--- src/design/bzf_pkg.sv ---
// Package for the cubic Bezier flattener: request and result types,
// configuration register codes and sequencer states.
// No dependencies.
`default_nettype none

package bzf_pkg;

  localparam int COORD_W    = 17;
  localparam int COORD_FRAC = 16;
  localparam int PIX_W      = 12;
  localparam int CFG_W      = 12;
  localparam int DEPTH_W    = 3;
  localparam int CFG_IDX_W  = 2;

  typedef enum logic [CFG_IDX_W-1:0] {
    CFG_DEPTH  = 2'd0,
    CFG_WIDTH  = 2'd1,
    CFG_HEIGHT = 2'd2
  } cfg_idx_t;

  localparam logic [DEPTH_W-1:0] DEPTH_RST  = 3'd4;
  localparam logic [CFG_W-1:0]   WIDTH_RST  = 12'd639;
  localparam logic [CFG_W-1:0]   HEIGHT_RST = 12'd479;

  typedef struct packed {
    logic [COORD_W-1:0] start_x;
    logic [COORD_W-1:0] start_y;
    logic [COORD_W-1:0] ctrl1_x;
    logic [COORD_W-1:0] ctrl1_y;
    logic [COORD_W-1:0] ctrl2_x;
    logic [COORD_W-1:0] ctrl2_y;
    logic [COORD_W-1:0] end_x;
    logic [COORD_W-1:0] end_y;
  } in_t;

  typedef struct packed {
    logic [PIX_W-1:0] seg_from_x;
    logic [PIX_W-1:0] seg_from_y;
    logic [PIX_W-1:0] seg_to_x;
    logic [PIX_W-1:0] seg_to_y;
    logic             last_segment;
  } out_t;

  typedef enum logic [3:0] {
    S_IDLE,
    S_PEN,
    S_PEN2,
    S_CHECK,
    S_SPLIT1,
    S_SPLIT2,
    S_SPLIT3,
    S_MUL,
    S_EMIT,
    S_POP,
    S_LOAD
  } state_t;

  localparam logic [1:0] LAST_IDX = 2'd2;

endpackage

`default_nettype wire

--- src/design/cubic_bezier_subdivision_flattener.sv ---
// Cubic Bezier flattener: de Casteljau midpoint subdivision with a stack
// memory of right halves; emits the control polygon edges of each leaf.
// Throughput is set by the shared pixel multiplier and the stack port, and
// output stalls hold it back; a new curve is taken only once the last
// segment of the current one has been emitted.
// Reset (synchronous, active low) clears sequencer, output valid and config.
`default_nettype none

module cubic_bezier_subdivision_flattener
  import bzf_pkg::*;
#(
  parameter int MAX_DEPTH = 4
) (
  input  wire logic                 clk,
  input  wire logic                 rst_n,
  input  wire logic                 in_valid,
  output logic                      in_stall,
  input  wire in_t                  in_data,
  output logic                      out_valid,
  input  wire logic                 out_stall,
  output out_t                      out_data,
  input  wire logic                 cfg_we,
  input  wire logic [CFG_IDX_W-1:0] cfg_index,
  input  wire logic [CFG_W-1:0]     cfg_wdata
);

  localparam int EXTRA     = 3 * MAX_DEPTH;
  localparam int PW        = COORD_W + EXTRA;
  localparam int LVL_W     = (MAX_DEPTH < 1) ? 1 : $clog2(MAX_DEPTH + 1);
  localparam int MEM_DEPTH = (MAX_DEPTH < 1) ? 1 : MAX_DEPTH;
  localparam int AW        = (MEM_DEPTH < 2) ? 1 : $clog2(MEM_DEPTH);
  localparam int ENT_W     = 6 * PW + LVL_W;
  localparam logic [DEPTH_W-1:0] MAXD = DEPTH_W'(MAX_DEPTH);

  function automatic logic [PW-1:0] mid(input logic [PW-1:0] a, input logic [PW-1:0] b);
    logic [PW:0] s;
    s = {1'b0, a} + {1'b0, b};
    return s[PW:1];
  endfunction

  function automatic logic [PW-1:0] widen(input logic [COORD_W-1:0] c);
    return PW'(c) << EXTRA;
  endfunction

  state_t state_r, state_nxt;

  logic [DEPTH_W-1:0] cfg_depth_r;
  logic [CFG_W-1:0]   cfg_width_r;
  logic [CFG_W-1:0]   cfg_height_r;

  logic [PW-1:0] cur_x_r [3];
  logic [PW-1:0] cur_y_r [3];
  logic [PW-1:0] cur_x_nxt [3];
  logic [PW-1:0] cur_y_nxt [3];
  logic [PW-1:0] pen_x_r, pen_x_nxt;
  logic [PW-1:0] pen_y_r, pen_y_nxt;
  logic [PW-1:0] ab_x_r, bc_x_r, cd_x_r, abc_x_r, bcd_x_r;
  logic [PW-1:0] ab_y_r, bc_y_r, cd_y_r, abc_y_r, bcd_y_r;
  logic [PIX_W-1:0] pen_px_r, pen_px_nxt;
  logic [PIX_W-1:0] pen_py_r, pen_py_nxt;
  logic [LVL_W-1:0] level_r, level_nxt;
  logic [LVL_W-1:0] sp_r, sp_nxt;
  logic [1:0]       idx_r, idx_nxt;

  logic             out_valid_r, out_valid_nxt;
  out_t             out_data_r, out_data_nxt;

  logic [DEPTH_W-1:0] depth_eff;
  logic               out_free;
  logic [PW-1:0]      mul_x, mul_y;
  logic [PIX_W-1:0]   pix_x, pix_y;

  logic             stk_we, stk_re;
  logic [ENT_W-1:0] stk_wdata, stk_rdata;

  // configuration registers
  always_ff @(posedge clk) begin
    if (!rst_n) begin
      cfg_depth_r  <= DEPTH_RST;
      cfg_width_r  <= WIDTH_RST;
      cfg_height_r <= HEIGHT_RST;
    end else if (cfg_we) begin
      unique case (cfg_idx_t'(cfg_index))
        CFG_DEPTH:  cfg_depth_r  <= cfg_wdata[DEPTH_W-1:0];
        CFG_WIDTH:  cfg_width_r  <= cfg_wdata;
        CFG_HEIGHT: cfg_height_r <= cfg_wdata;
        default: ;
      endcase
    end
  end

  assign depth_eff = (cfg_depth_r > MAXD) ? MAXD : cfg_depth_r;
  assign out_free  = !out_valid_r || !out_stall;

  assign mul_x = (state_r == S_PEN) ? pen_x_r : cur_x_r[idx_r];
  assign mul_y = (state_r == S_PEN) ? pen_y_r : cur_y_r[idx_r];

  bzf_pix #(.PW(PW)) u_pix (
    .clk     (clk),
    .scale_x (cfg_width_r),
    .scale_y (cfg_height_r),
    .pt_x    (mul_x),
    .pt_y    (mul_y),
    .pix_x   (pix_x),
    .pix_y   (pix_y)
  );

  // entry: level of the right half, then its three control points
  assign stk_wdata = {level_r + LVL_W'(1),
                      cur_x_r[2], cd_x_r, bcd_x_r, cur_y_r[2], cd_y_r, bcd_y_r};

  bzf_stack #(.DEPTH(MEM_DEPTH), .WIDTH(ENT_W), .AW(AW)) u_stack (
    .clk   (clk),
    .we    (stk_we),
    .waddr (sp_r[AW-1:0]),
    .wdata (stk_wdata),
    .re    (stk_re),
    .raddr (sp_r[AW-1:0]),
    .rdata (stk_rdata)
  );

  // midpoint stages
  always_ff @(posedge clk) begin
    if (state_r == S_SPLIT1) begin
      ab_x_r <= mid(pen_x_r, cur_x_r[0]);
      ab_y_r <= mid(pen_y_r, cur_y_r[0]);
      bc_x_r <= mid(cur_x_r[0], cur_x_r[1]);
      bc_y_r <= mid(cur_y_r[0], cur_y_r[1]);
      cd_x_r <= mid(cur_x_r[1], cur_x_r[2]);
      cd_y_r <= mid(cur_y_r[1], cur_y_r[2]);
    end
    if (state_r == S_SPLIT2) begin
      abc_x_r <= mid(ab_x_r, bc_x_r);
      abc_y_r <= mid(ab_y_r, bc_y_r);
      bcd_x_r <= mid(bc_x_r, cd_x_r);
      bcd_y_r <= mid(bc_y_r, cd_y_r);
    end
  end

  always_ff @(posedge clk) begin
    if (!rst_n) begin
      state_r     <= S_IDLE;
      out_valid_r <= 1'b0;
      level_r     <= '0;
      sp_r        <= '0;
      idx_r       <= '0;
    end else begin
      state_r     <= state_nxt;
      out_valid_r <= out_valid_nxt;
      level_r     <= level_nxt;
      sp_r        <= sp_nxt;
      idx_r       <= idx_nxt;
    end
  end

  always_ff @(posedge clk) begin
    cur_x_r    <= cur_x_nxt;
    cur_y_r    <= cur_y_nxt;
    pen_x_r    <= pen_x_nxt;
    pen_y_r    <= pen_y_nxt;
    pen_px_r   <= pen_px_nxt;
    pen_py_r   <= pen_py_nxt;
    out_data_r <= out_data_nxt;
  end

  always_comb begin
    state_nxt     = state_r;
    cur_x_nxt     = cur_x_r;
    cur_y_nxt     = cur_y_r;
    pen_x_nxt     = pen_x_r;
    pen_y_nxt     = pen_y_r;
    pen_px_nxt    = pen_px_r;
    pen_py_nxt    = pen_py_r;
    level_nxt     = level_r;
    sp_nxt        = sp_r;
    idx_nxt       = idx_r;
    out_data_nxt  = out_data_r;
    out_valid_nxt = out_valid_r && out_stall;
    stk_we        = 1'b0;
    stk_re        = 1'b0;

    unique case (state_r)
      S_IDLE: begin
        if (in_valid) begin
          pen_x_nxt    = widen(in_data.start_x);
          pen_y_nxt    = widen(in_data.start_y);
          cur_x_nxt[0] = widen(in_data.ctrl1_x);
          cur_y_nxt[0] = widen(in_data.ctrl1_y);
          cur_x_nxt[1] = widen(in_data.ctrl2_x);
          cur_y_nxt[1] = widen(in_data.ctrl2_y);
          cur_x_nxt[2] = widen(in_data.end_x);
          cur_y_nxt[2] = widen(in_data.end_y);
          level_nxt    = '0;
          sp_nxt       = '0;
          idx_nxt      = '0;
          state_nxt    = S_PEN;
        end
      end
      S_PEN:  state_nxt = S_PEN2;
      S_PEN2: begin
        pen_px_nxt = pix_x;
        pen_py_nxt = pix_y;
        state_nxt  = S_CHECK;
      end
      S_CHECK: begin
        state_nxt = (DEPTH_W'(level_r) < depth_eff) ? S_SPLIT1 : S_MUL;
      end
      S_SPLIT1: state_nxt = S_SPLIT2;
      S_SPLIT2: state_nxt = S_SPLIT3;
      S_SPLIT3: begin
        stk_we       = 1'b1;
        cur_x_nxt[0] = ab_x_r;
        cur_y_nxt[0] = ab_y_r;
        cur_x_nxt[1] = abc_x_r;
        cur_y_nxt[1] = abc_y_r;
        cur_x_nxt[2] = mid(abc_x_r, bcd_x_r);
        cur_y_nxt[2] = mid(abc_y_r, bcd_y_r);
        level_nxt    = level_r + LVL_W'(1);
        sp_nxt       = sp_r + LVL_W'(1);
        state_nxt    = S_CHECK;
      end
      S_MUL: state_nxt = S_EMIT;
      S_EMIT: begin
        if (out_free) begin
          out_valid_nxt             = 1'b1;
          out_data_nxt.seg_from_x   = pen_px_r;
          out_data_nxt.seg_from_y   = pen_py_r;
          out_data_nxt.seg_to_x     = pix_x;
          out_data_nxt.seg_to_y     = pix_y;
          out_data_nxt.last_segment = (idx_r == LAST_IDX) && (sp_r == '0);
          pen_x_nxt                 = cur_x_r[idx_r];
          pen_y_nxt                 = cur_y_r[idx_r];
          pen_px_nxt                = pix_x;
          pen_py_nxt                = pix_y;
          if (idx_r == LAST_IDX) begin
            idx_nxt = '0;
            if (sp_r == '0) begin
              state_nxt = S_IDLE;
            end else begin
              sp_nxt    = sp_r - LVL_W'(1);
              state_nxt = S_POP;
            end
          end else begin
            idx_nxt   = idx_r + 2'd1;
            state_nxt = S_MUL;
          end
        end
      end
      S_POP: begin
        stk_re    = 1'b1;
        state_nxt = S_LOAD;
      end
      S_LOAD: begin
        cur_y_nxt[0] = stk_rdata[0*PW +: PW];
        cur_y_nxt[1] = stk_rdata[1*PW +: PW];
        cur_y_nxt[2] = stk_rdata[2*PW +: PW];
        cur_x_nxt[0] = stk_rdata[3*PW +: PW];
        cur_x_nxt[1] = stk_rdata[4*PW +: PW];
        cur_x_nxt[2] = stk_rdata[5*PW +: PW];
        level_nxt    = stk_rdata[6*PW +: LVL_W];
        state_nxt    = S_CHECK;
      end
      default: state_nxt = S_IDLE;
    endcase
  end

  assign in_stall  = (state_r != S_IDLE);
  assign out_valid = out_valid_r;
  assign out_data  = out_data_r;

endmodule

`default_nettype wire

--- src/design/bzf_stack.sv ---
// Stack memory for pending right halves: one write port, one read port,
// registered read data. Depends on nothing.
`default_nettype none

module bzf_stack #(
  parameter int DEPTH = 4,
  parameter int WIDTH = 174,
  parameter int AW    = 2
) (
  input  wire logic             clk,
  input  wire logic             we,
  input  wire logic [AW-1:0]    waddr,
  input  wire logic [WIDTH-1:0] wdata,
  input  wire logic             re,
  input  wire logic [AW-1:0]    raddr,
  output logic      [WIDTH-1:0] rdata
);

  logic [WIDTH-1:0] mem [DEPTH];
  logic [WIDTH-1:0] rdata_r;

  always_ff @(posedge clk) begin
    if (we) begin
      mem[waddr] <= wdata;
    end
    if (re) begin
      rdata_r <= mem[raddr];
    end
  end

  assign rdata = rdata_r;

endmodule

`default_nettype wire

--- src/design/bzf_pix.sv ---
// Pixel scaler: registered scale * coordinate for x and y, then floor
// and saturation to the pixel range. Depends on bzf_pkg.
`default_nettype none

module bzf_pix
  import bzf_pkg::*;
#(
  parameter int PW = 29
) (
  input  wire logic             clk,
  input  wire logic [CFG_W-1:0] scale_x,
  input  wire logic [CFG_W-1:0] scale_y,
  input  wire logic [PW-1:0]    pt_x,
  input  wire logic [PW-1:0]    pt_y,
  output logic      [PIX_W-1:0] pix_x,
  output logic      [PIX_W-1:0] pix_y
);

  localparam int SH     = PW - (COORD_W - COORD_FRAC);
  localparam int PROD_W = CFG_W + PW;
  localparam int HI_W   = PROD_W - SH;

  logic [PROD_W-1:0] prod_x_r;
  logic [PROD_W-1:0] prod_y_r;
  logic [HI_W-1:0]   hi_x;
  logic [HI_W-1:0]   hi_y;

  always_ff @(posedge clk) begin
    prod_x_r <= PROD_W'(scale_x) * PROD_W'(pt_x);
    prod_y_r <= PROD_W'(scale_y) * PROD_W'(pt_y);
  end

  assign hi_x  = prod_x_r[PROD_W-1:SH];
  assign hi_y  = prod_y_r[PROD_W-1:SH];
  assign pix_x = (|hi_x[HI_W-1:PIX_W]) ? {PIX_W{1'b1}} : hi_x[PIX_W-1:0];
  assign pix_y = (|hi_y[HI_W-1:PIX_W]) ? {PIX_W{1'b1}} : hi_y[PIX_W-1:0];

endmodule

`default_nettype wire

--- config.mk ---
export PLATFORM = sky130hd
export DESIGN_NAME = cubic_bezier_subdivision_flattener
export DESIGN_NICKNAME = d
export VERILOG_FILES = /design/src/design/bzf_pkg.sv /design/src/design/cubic_bezier_subdivision_flattener.sv /design/src/design/bzf_stack.sv /design/src/design/bzf_pix.sv
export SDC_FILE = /design/constraint.sdc
export NUM_CORES = 2
export LEC_CHECK = 0
export ABC_AREA = 1
export BUFFER_PORTS_ARGS = -buffer_cell sky130_fd_sc_hd__buf_4
export CAP_MARGIN = 20
export CELL_PAD_IN_SITES_DETAIL_PLACEMENT = 1
export CELL_PAD_IN_SITES_GLOBAL_PLACEMENT = 2
export CORE_UTILIZATION = 45
export CTS_BUF_LIST = sky130_fd_sc_hd__clkbuf_4 sky130_fd_sc_hd__clkbuf_8 sky130_fd_sc_hd__clkbuf_16
export CTS_CLUSTER_DIAMETER = 200
export CTS_CLUSTER_SIZE = 24
export DETAILED_ROUTE_END_ITERATION = 7
export GPL_TIMING_DRIVEN = 0
export PLACE_DENSITY = 0.87
export SLEW_MARGIN = 10
export SYNTH_ARGS = -nofsm -noshare
export SYNTH_HDL_FRONTEND = slang
export SYNTH_SLANG_ARGS = --single-unit
--- constraint.sdc ---
create_clock -name clk -period 35.6 [get_ports clk]
set_input_delay 7.12 -clock clk [delete_from_list [all_inputs] [get_ports clk]]
set_output_delay 7.12 -clock clk [all_outputs]
set_load 0.1 [all_outputs]
======== Yosys cells after proc, flatten, opt, wreduce, memory -nomap -nowiden ========
Memory sizes are Yosys's and may differ from the RTL's. A register that Yosys moved wholly into a read port is not among the register bits.
Cells that the tools add are included.
storage, ports and cells
  register bits ........................... 717
  bits in latches ......................... 0
  RAM bits ................................ 708
  ROM bits ................................ 0
  input bits .............................. 155
  output and inout bits ................... 51
  logic and storage cells ................. 145
  memories ................................ 1
memories
  memory       words  bits a word  read ports  clocked after memory_dff  write ports  line             source
  u_stack.mem  4      177          1           1                         1            bzf_stack.sv:19  logic [WIDTH-1:0] mem [DEPTH];
operators by class
  add/sub/neg operators ................... 16
  multipliers ............................. 2
  divide/modulo/power cells ............... 0
  order comparisons ....................... 3
  eq/ne operators ......................... 17
  shift-type cells ........................ 0
  muxes and demuxes ....................... 47
  bitwise gates (word level) .............. 1
  reduce and logical (&&, ||, !) cells .... 23
operator list
  operator                                             count
  one-hot mux 87 bit (3 select lines)                  2
  adder 29 x 29 -> 30 bit                              12
  two-way mux 29 bit                                   10
  two-way mux 87 bit                                   2
  binary-select mux 29 bit (select 2 bit)              2
  one-hot mux 29 bit (2 select lines)                  2
  multiplier 12 x 29 -> 41 bit                         2
  two-way mux 12 bit                                   4
  one-hot mux 12 bit (2 select lines)                  2
  one-hot mux 4 bit (9 select lines)                   1
  one-hot mux 3 bit (3 select lines)                   2
  equality test 4 x 3 -> 1 bit, second input constant  4
  two-way mux 4 bit                                    4
  two-way mux 3 bit                                    5
  AND reduction 2 bit                                  7
  equality test 4 bit, second input constant           3
  equality test 4 x 2 -> 1 bit, second input constant  2
  two-way mux 2 bit                                    4
  != test 2 bit, second input constant                 4
  adder 3 x 1 -> 3 bit, second input constant          2
  two-way mux 1 bit                                    6
  nonzero test 3 bit                                   2
  AND reduction 5 bit                                  1
  equality test 2 bit, second input constant           2
  19 further kinds                                     22

======== Logic depth before layout (Yosys ltp) ========
  word-level depth ........................ 6
  gate-level depth with buffers ........... 34
  gate-level depth less buffers ........... 32

======== Hierarchy ========
From an unflattened synthesis, not the netlist that was laid out.
unflattened totals
  cell total of the unflattened synthesis .. 11905
  area, all modules ....................... 103377.9 um^2
modules (own cells, without submodules)
  module                              times used  cells each  area an instance (um^2)  seq. area each (um^2)
  cubic_bezier_subdivision_flattener  1           5899        45860.2                  18667.9
  bzf_stack                           1           2958        34901.0                  26575.5
  bzf_pix                             1           3048        22616.7                  520.5

======== Least setup slack after synthesis ========
No wires, ideal clock.
  path type ............................... in2reg
  from .................................... input port in_valid
  to ...................................... register level_r[1]
  setup time .............................. 133 ps
  data arrival time ....................... 16405 ps
  data required time ...................... 35467 ps
  slack ................................... 19063 ps
  stages .................................. 5
  path buffers ............................ 0
  cell sequence ........................... nor2_1 a21oi_1 inv_1 nand2_1 a31oi_1
between the ends
  longest elaborated chain between the ends .. 2
RTL lines
  element                        line                                       source
  start: declaration             cubic_bezier_subdivision_flattener.sv:16   input wire logic in_valid,
  != test 2 bit (no line)        -
  AND reduction 2 bit (no line)  -
  end signal: assignment         cubic_bezier_subdivision_flattener.sv:150  level_r <= level_nxt;
  end: declaration               cubic_bezier_subdivision_flattener.sv:61   logic [LVL_W-1:0] level_r, level_nxt;
No other way between the ends.
A chain may end at the register's enable or synchronous reset.

======== Worst setup path in the final report ========
  from .................................... register state_r[3]
  to ...................................... output port in_stall
between the ends
  longest elaborated chain between the ends .. 1
RTL lines
  element                   line                                       source
  start: declaration        cubic_bezier_subdivision_flattener.sv:45   state_t state_r, state_nxt;
  start signal: assignment  cubic_bezier_subdivision_flattener.sv:148  state_r <= state_nxt;
  nonzero test 4 bit        cubic_bezier_subdivision_flattener.sv:267  assign in_stall = (state_r != S_IDLE);
  end: declaration          cubic_bezier_subdivision_flattener.sv:17   output logic in_stall,
No other way between the ends.

==> flow_summary.html <==
<table>
<tr><th>Metric</th><th>Value</th></tr>
<tr><th colspan="2">Hold path</th></tr>
<tr><td>Cell depth of the worst hold path</td><td>0</td></tr>
<tr><td>Classification of the worst-slack hold path</td><td>register to register</td></tr>
<tr><th colspan="2">Yosys</th></tr>
<tr><td>Post-synthesis instance area</td><td>93,900 um2</td></tr>
<tr><td>Average size of a mapped cell</td><td>10.3 um2</td></tr>
<tr><td>Area fraction of the dominant cell type after synthesis</td><td>47.3%</td></tr>
<tr><td>Cell taking the most area after synthesis</td><td>edfxtp_1</td></tr>
<tr><td>Library cell with the highest instance count after synthesis</td><td>nand2_1</td></tr>
<tr><td>Commonest cells in the synthesized netlist</td><td>nand2_1, edfxtp_1, inv_1</td></tr>
<tr><td>Net count after synthesis</td><td>10,300</td></tr>
<tr><td>Post-synth EDFFs</td><td>1,480</td></tr>
<tr><td>Most used flip-flop cell after synthesis</td><td>edfxtp_1</td></tr>
<tr><td>Register bit count reported by yosys</td><td>1,546</td></tr>
<tr><td>Post-synthesis sequential area ratio</td><td>48.7%</td></tr>
<tr><td>Distinct cells, synth</td><td>55</td></tr>
<tr><td>Syn. warnings</td><td>0</td></tr>
<tr><td>Synth Instances</td><td>9,112</td></tr>
<tr><td>Leading cell types by total area after synthesis</td><td>edfxtp_1, fa_1, nand2_1, ha_1, inv_1</td></tr>
<tr><td>Proportion of register bits with asynchronous set or reset after synthesis</td><td>0%</td></tr>
<tr><th colspan="2">Clock tree</th></tr>
<tr><td>TritonCTS Buffers</td><td>74</td></tr>
<tr><td>Clock latency of the later-clocked register in the worst-skew pair</td><td>0.82 ns</td></tr>
<tr><td>Bufs on Longest Clock Path</td><td>3</td></tr>
<tr><td>Sink Count</td><td>1,546</td></tr>
<tr><td>CTS hold repair buffers</td><td>0</td></tr>
<tr><td>Clock tree root buffer cell</td><td>clkbuf_16</td></tr>
<tr><td>H-tree levels</td><td>3</td></tr>
<tr><td>Post-cts resize count</td><td>0</td></tr>
<tr><td>Number of buffers inserted by post-CTS setup repair</td><td>0</td></tr>
<tr><td>CTS clock-pin slew for the worst setup and hold paths</td><td>0.11 ns</td></tr>
<tr><td>CTS tree</td><td>done</td></tr>
<tr><th colspan="2">STA</th></tr>
<tr><td>Unrepaired setup endpoints after global routing</td><td>false</td></tr>
<tr><td>Final number of setup-violating endpoints</td><td>0</td></tr>
<tr><td>Top achievable clock speed</td><td>106 MHz</td></tr>
<tr><td>Worst-case headroom to the max-slew limit</td><td>19.2%</td></tr>
<tr><td>Pins Over Slew Limit</td><td>0</td></tr>
<tr><td>Hold Vio Cnt, Final</td><td>0</td></tr>
<tr><td>Measured slew at the worst slew-check pin</td><td>1.21 ns</td></tr>
<tr><td>Setup TNS after final layout</td><td>0 ns</td></tr>
<tr><td>Time the final worst path needs with I/O delays and setup</td><td>9.40 ns</td></tr>
<tr><td>Final worst clock skew</td><td>0.0816 ns</td></tr>
<tr><td>Final period util</td><td>26.4%</td></tr>
<tr><th colspan="2">GRT</th></tr>
<tr><td>Largest net degree at the start of global routing</td><td>29</td></tr>
<tr><td>Antenna violations before repair</td><td>20</td></tr>
<tr><td>First-pass GRT wire length</td><td>518,000 um</td></tr>
<tr><td>All-layer global routing usage</td><td>34.1%</td></tr>
<tr><td>Vias in the first global route</td><td>75,800</td></tr>
<tr><td>Total congestion overflow</td><td>0</td></tr>
<tr><th colspan="2">Job</th></tr>
<tr><td>Max_cap viols</td><td>0</td></tr>
<tr><th colspan="2">Setup path</th></tr>
<tr><td>Number of cells on the worst reg-to-reg path</td><td>26</td></tr>
<tr><td>Setup slack on the worst flop-to-flop path</td><td>27.37 ns</td></tr>
<tr><td>Kind of end point of the critical path</td><td>output port</td></tr>
<tr><td>Launch point of the worst reg-to-reg path</td><td>state_r[3]</td></tr>
<tr><td>Crit path from</td><td>state_r[3]</td></tr>
<tr><td>Required @ worst endpoint</td><td>28.48 ns</td></tr>
<tr><td>Category of the most critical setup path</td><td>register to output port</td></tr>
<tr><td>Endpoint of the worst setup timing path</td><td>in_stall</td></tr>
<tr><td>Largest driver fanout on the critical path</td><td>4</td></tr>
<tr><td>Startpoint types</td><td>register</td></tr>
<tr><td>Destination of the worst register-to-register timing path</td><td>u_pix.prod_y_r[38]</td></tr>
<tr><td>Arr. time, crit path</td><td>2.28 ns</td></tr>
<tr><th colspan="2">Floorplanning</th></tr>
<tr><td>Die X</td><td>459 um</td></tr>
<tr><td>Initial cell density of the core</td><td>45.3%</td></tr>
<tr><td>Floorplan die height</td><td>459 um</td></tr>
<tr><td>I/O pin total</td><td>206</td></tr>
<tr><td>Number of placement rows</td><td>167</td></tr>
<tr><td>Core outline area</td><td>207,000 um2</td></tr>
<tr><td>Die ar.</td><td>210,000 um2</td></tr>
<tr><th colspan="2">Finish</th></tr>
<tr><td>Layout filler cell count</td><td>22,900</td></tr>
<tr><td>Post-layout net count</td><td>10,700</td></tr>
<tr><td>Sequential cell area</td><td>45,800 um2</td></tr>
<tr><td>Ratio of cells with drive above 1 in the final layout</td><td>6.55%</td></tr>
<tr><td>Signed area change from the synthesized netlist to the final layout</td><td>9.80%</td></tr>
<tr><td>Area of the multi-input gates</td><td>42,800 um2</td></tr>
<tr><th colspan="2">Detailed routing</th></tr>
<tr><td>Detailed router's first-iteration violation count</td><td>7,378</td></tr>
<tr><td>Count of nets left with antenna violations after detail routing</td><td>0</td></tr>
<tr><td>Drt pass-1 iters</td><td>5</td></tr>
<tr><td>Avg WL per Cell</td><td>29.2 um</td></tr>
<tr><td>Vias per inst</td><td>5.92</td></tr>
<tr><td>Total length of routed wires</td><td>361,000 um</td></tr>
<tr><td>DRC violations left</td><td>0</td></tr>
<tr><td>Overall via count from detail_route</td><td>73,200</td></tr>
<tr><th colspan="2">Place</th></tr>
<tr><td>Detailed placement HPWL</td><td>295,000 um</td></tr>
<tr><td>Buffers added on ports</td><td>205</td></tr>
<tr><td>Weighted congestion at the end of routability-driven global placement</td><td>0.960</td></tr>
<tr><th colspan="2">Run status</th></tr>
<tr><td>Outcome</td><td>finished, final reports clean</td></tr>
</table>
==> flip-flops by register name (all words and copies together), names as in the netlist, 29 cells and up <==
name / count
ab_x_r: 29
ab_y_r: 29
abc_x_r: 29
abc_y_r: 29
bc_x_r: 29
bc_y_r: 29
bcd_x_r: 29
bcd_y_r: 29
cd_x_r: 29
cd_y_r: 29
cur_x_r: 87
cur_y_r: 87
out_data: 49
pen_x_r: 29
pen_y_r: 29
u_stack.mem: 708
u_stack.rdata: 177
==> cells by family after synthesis <==
family	after synthesis	share of synthesized area, %
and+or+nand+nor	3346	15.1
AOI/OAI and AO/OA	1454	9.35
adders and majority gates	1040	18.3
buffers and inverters	1424	5.74
DFF	1546	48.7
xor gates and xnor gates	302	2.82
==> critical path: stages, from the launching register on <==
cell and delay, ns:
dfxtp_1 0.37, nor2_1 0.19, inv_1 0.14, nor2_1 0.25, inv_1 0.25, buf_4 0.31
==> cell type report <==
class,instances,area share (%)
flip-flops and latches,1546,44.4
multi-input cells,6142,41.5
inverters,1142,4.16
well taps,2788,3.38
repair buffers,354,3.34
clock buffers,89,1.92
plain buffers,282,1.08
clock inverters,7,0.160
diodes,12,0.0291
==> stage by stage <==
step	area (um2)	setup WS [ns]	utilization, %	hold slack [ns]	std cells
finish	103000	26.20	49.7	0.421	12400
global route	103000	26.12	49.7	0.432	12400
CTS	103000	26.21	49.7	0.414	12300
detailed placement	101000	25.85	48.7	0.406	12300
global placement	98900	8.32	47.7	0.401	12100
floorplan	93900	19.06	-	0.400	9112
==> routing by layer <==
| layer | global-route usage (%) | vias to the layer above | part of all wire (%) | wire length, um |
|---|---|---|---|---|
| met5 | 0 | - | 0.0091 | 33 |
| met3 | 5.05 | 490 | 7.9 | 28400 |
| met2 | 54.1 | 2986 | 46 | 165000 |
| met1 | 46.9 | 37800 | 42 | 151000 |
| met4 | 13.6 | 6 | 4.5 | 16200 |
| li1 | - | 31900 | - | - |
==> layout by cell type, fill, tap and decap left out, types with 44 or more instances in the layout <==
| master | n |
|---|---|
| edfxtp_1 | 1480 |
| fa_1 | 551 |
| inv_1 | 1094 |
| nand3_1 | 771 |
| ha_1 | 489 |
| clkbuf_16 | 75 |
| buf_4 | 266 |
| o21ai_1 | 55 |
| o21ai_0 | 332 |
| a22oi_1 | 218 |
| nand2_1 | 1763 |
| a21o_1 | 63 |
| nor3_1 | 87 |
| or2_2 | 80 |
| xnor2_1 | 100 |
| a22o_1 | 50 |
| a21oi_1 | 505 |
| xor2_1 | 202 |
| clkbuf_1 | 232 |
| buf_6 | 44 |
| dfxtp_1 | 66 |
| nor2_1 | 518 |
==> how the worst min path moves through the flow <==
stage                         to         start  slack (ns)
floorplan           out_data[25]   pen_py_r[0]        0.40
global placement    out_data[28]   pen_py_r[3]        0.40
detailed placement  out_data[48]  pen_px_r[11]        0.41
CTS                 out_data[25]   pen_py_r[0]        0.41
global route        out_data[43]   pen_px_r[6]        0.43
finish              out_data[25]   pen_py_r[0]        0.42
Power is not shown: default switching activity piles up to over one toggle a cycle in this logic, so the estimate is an artifact.
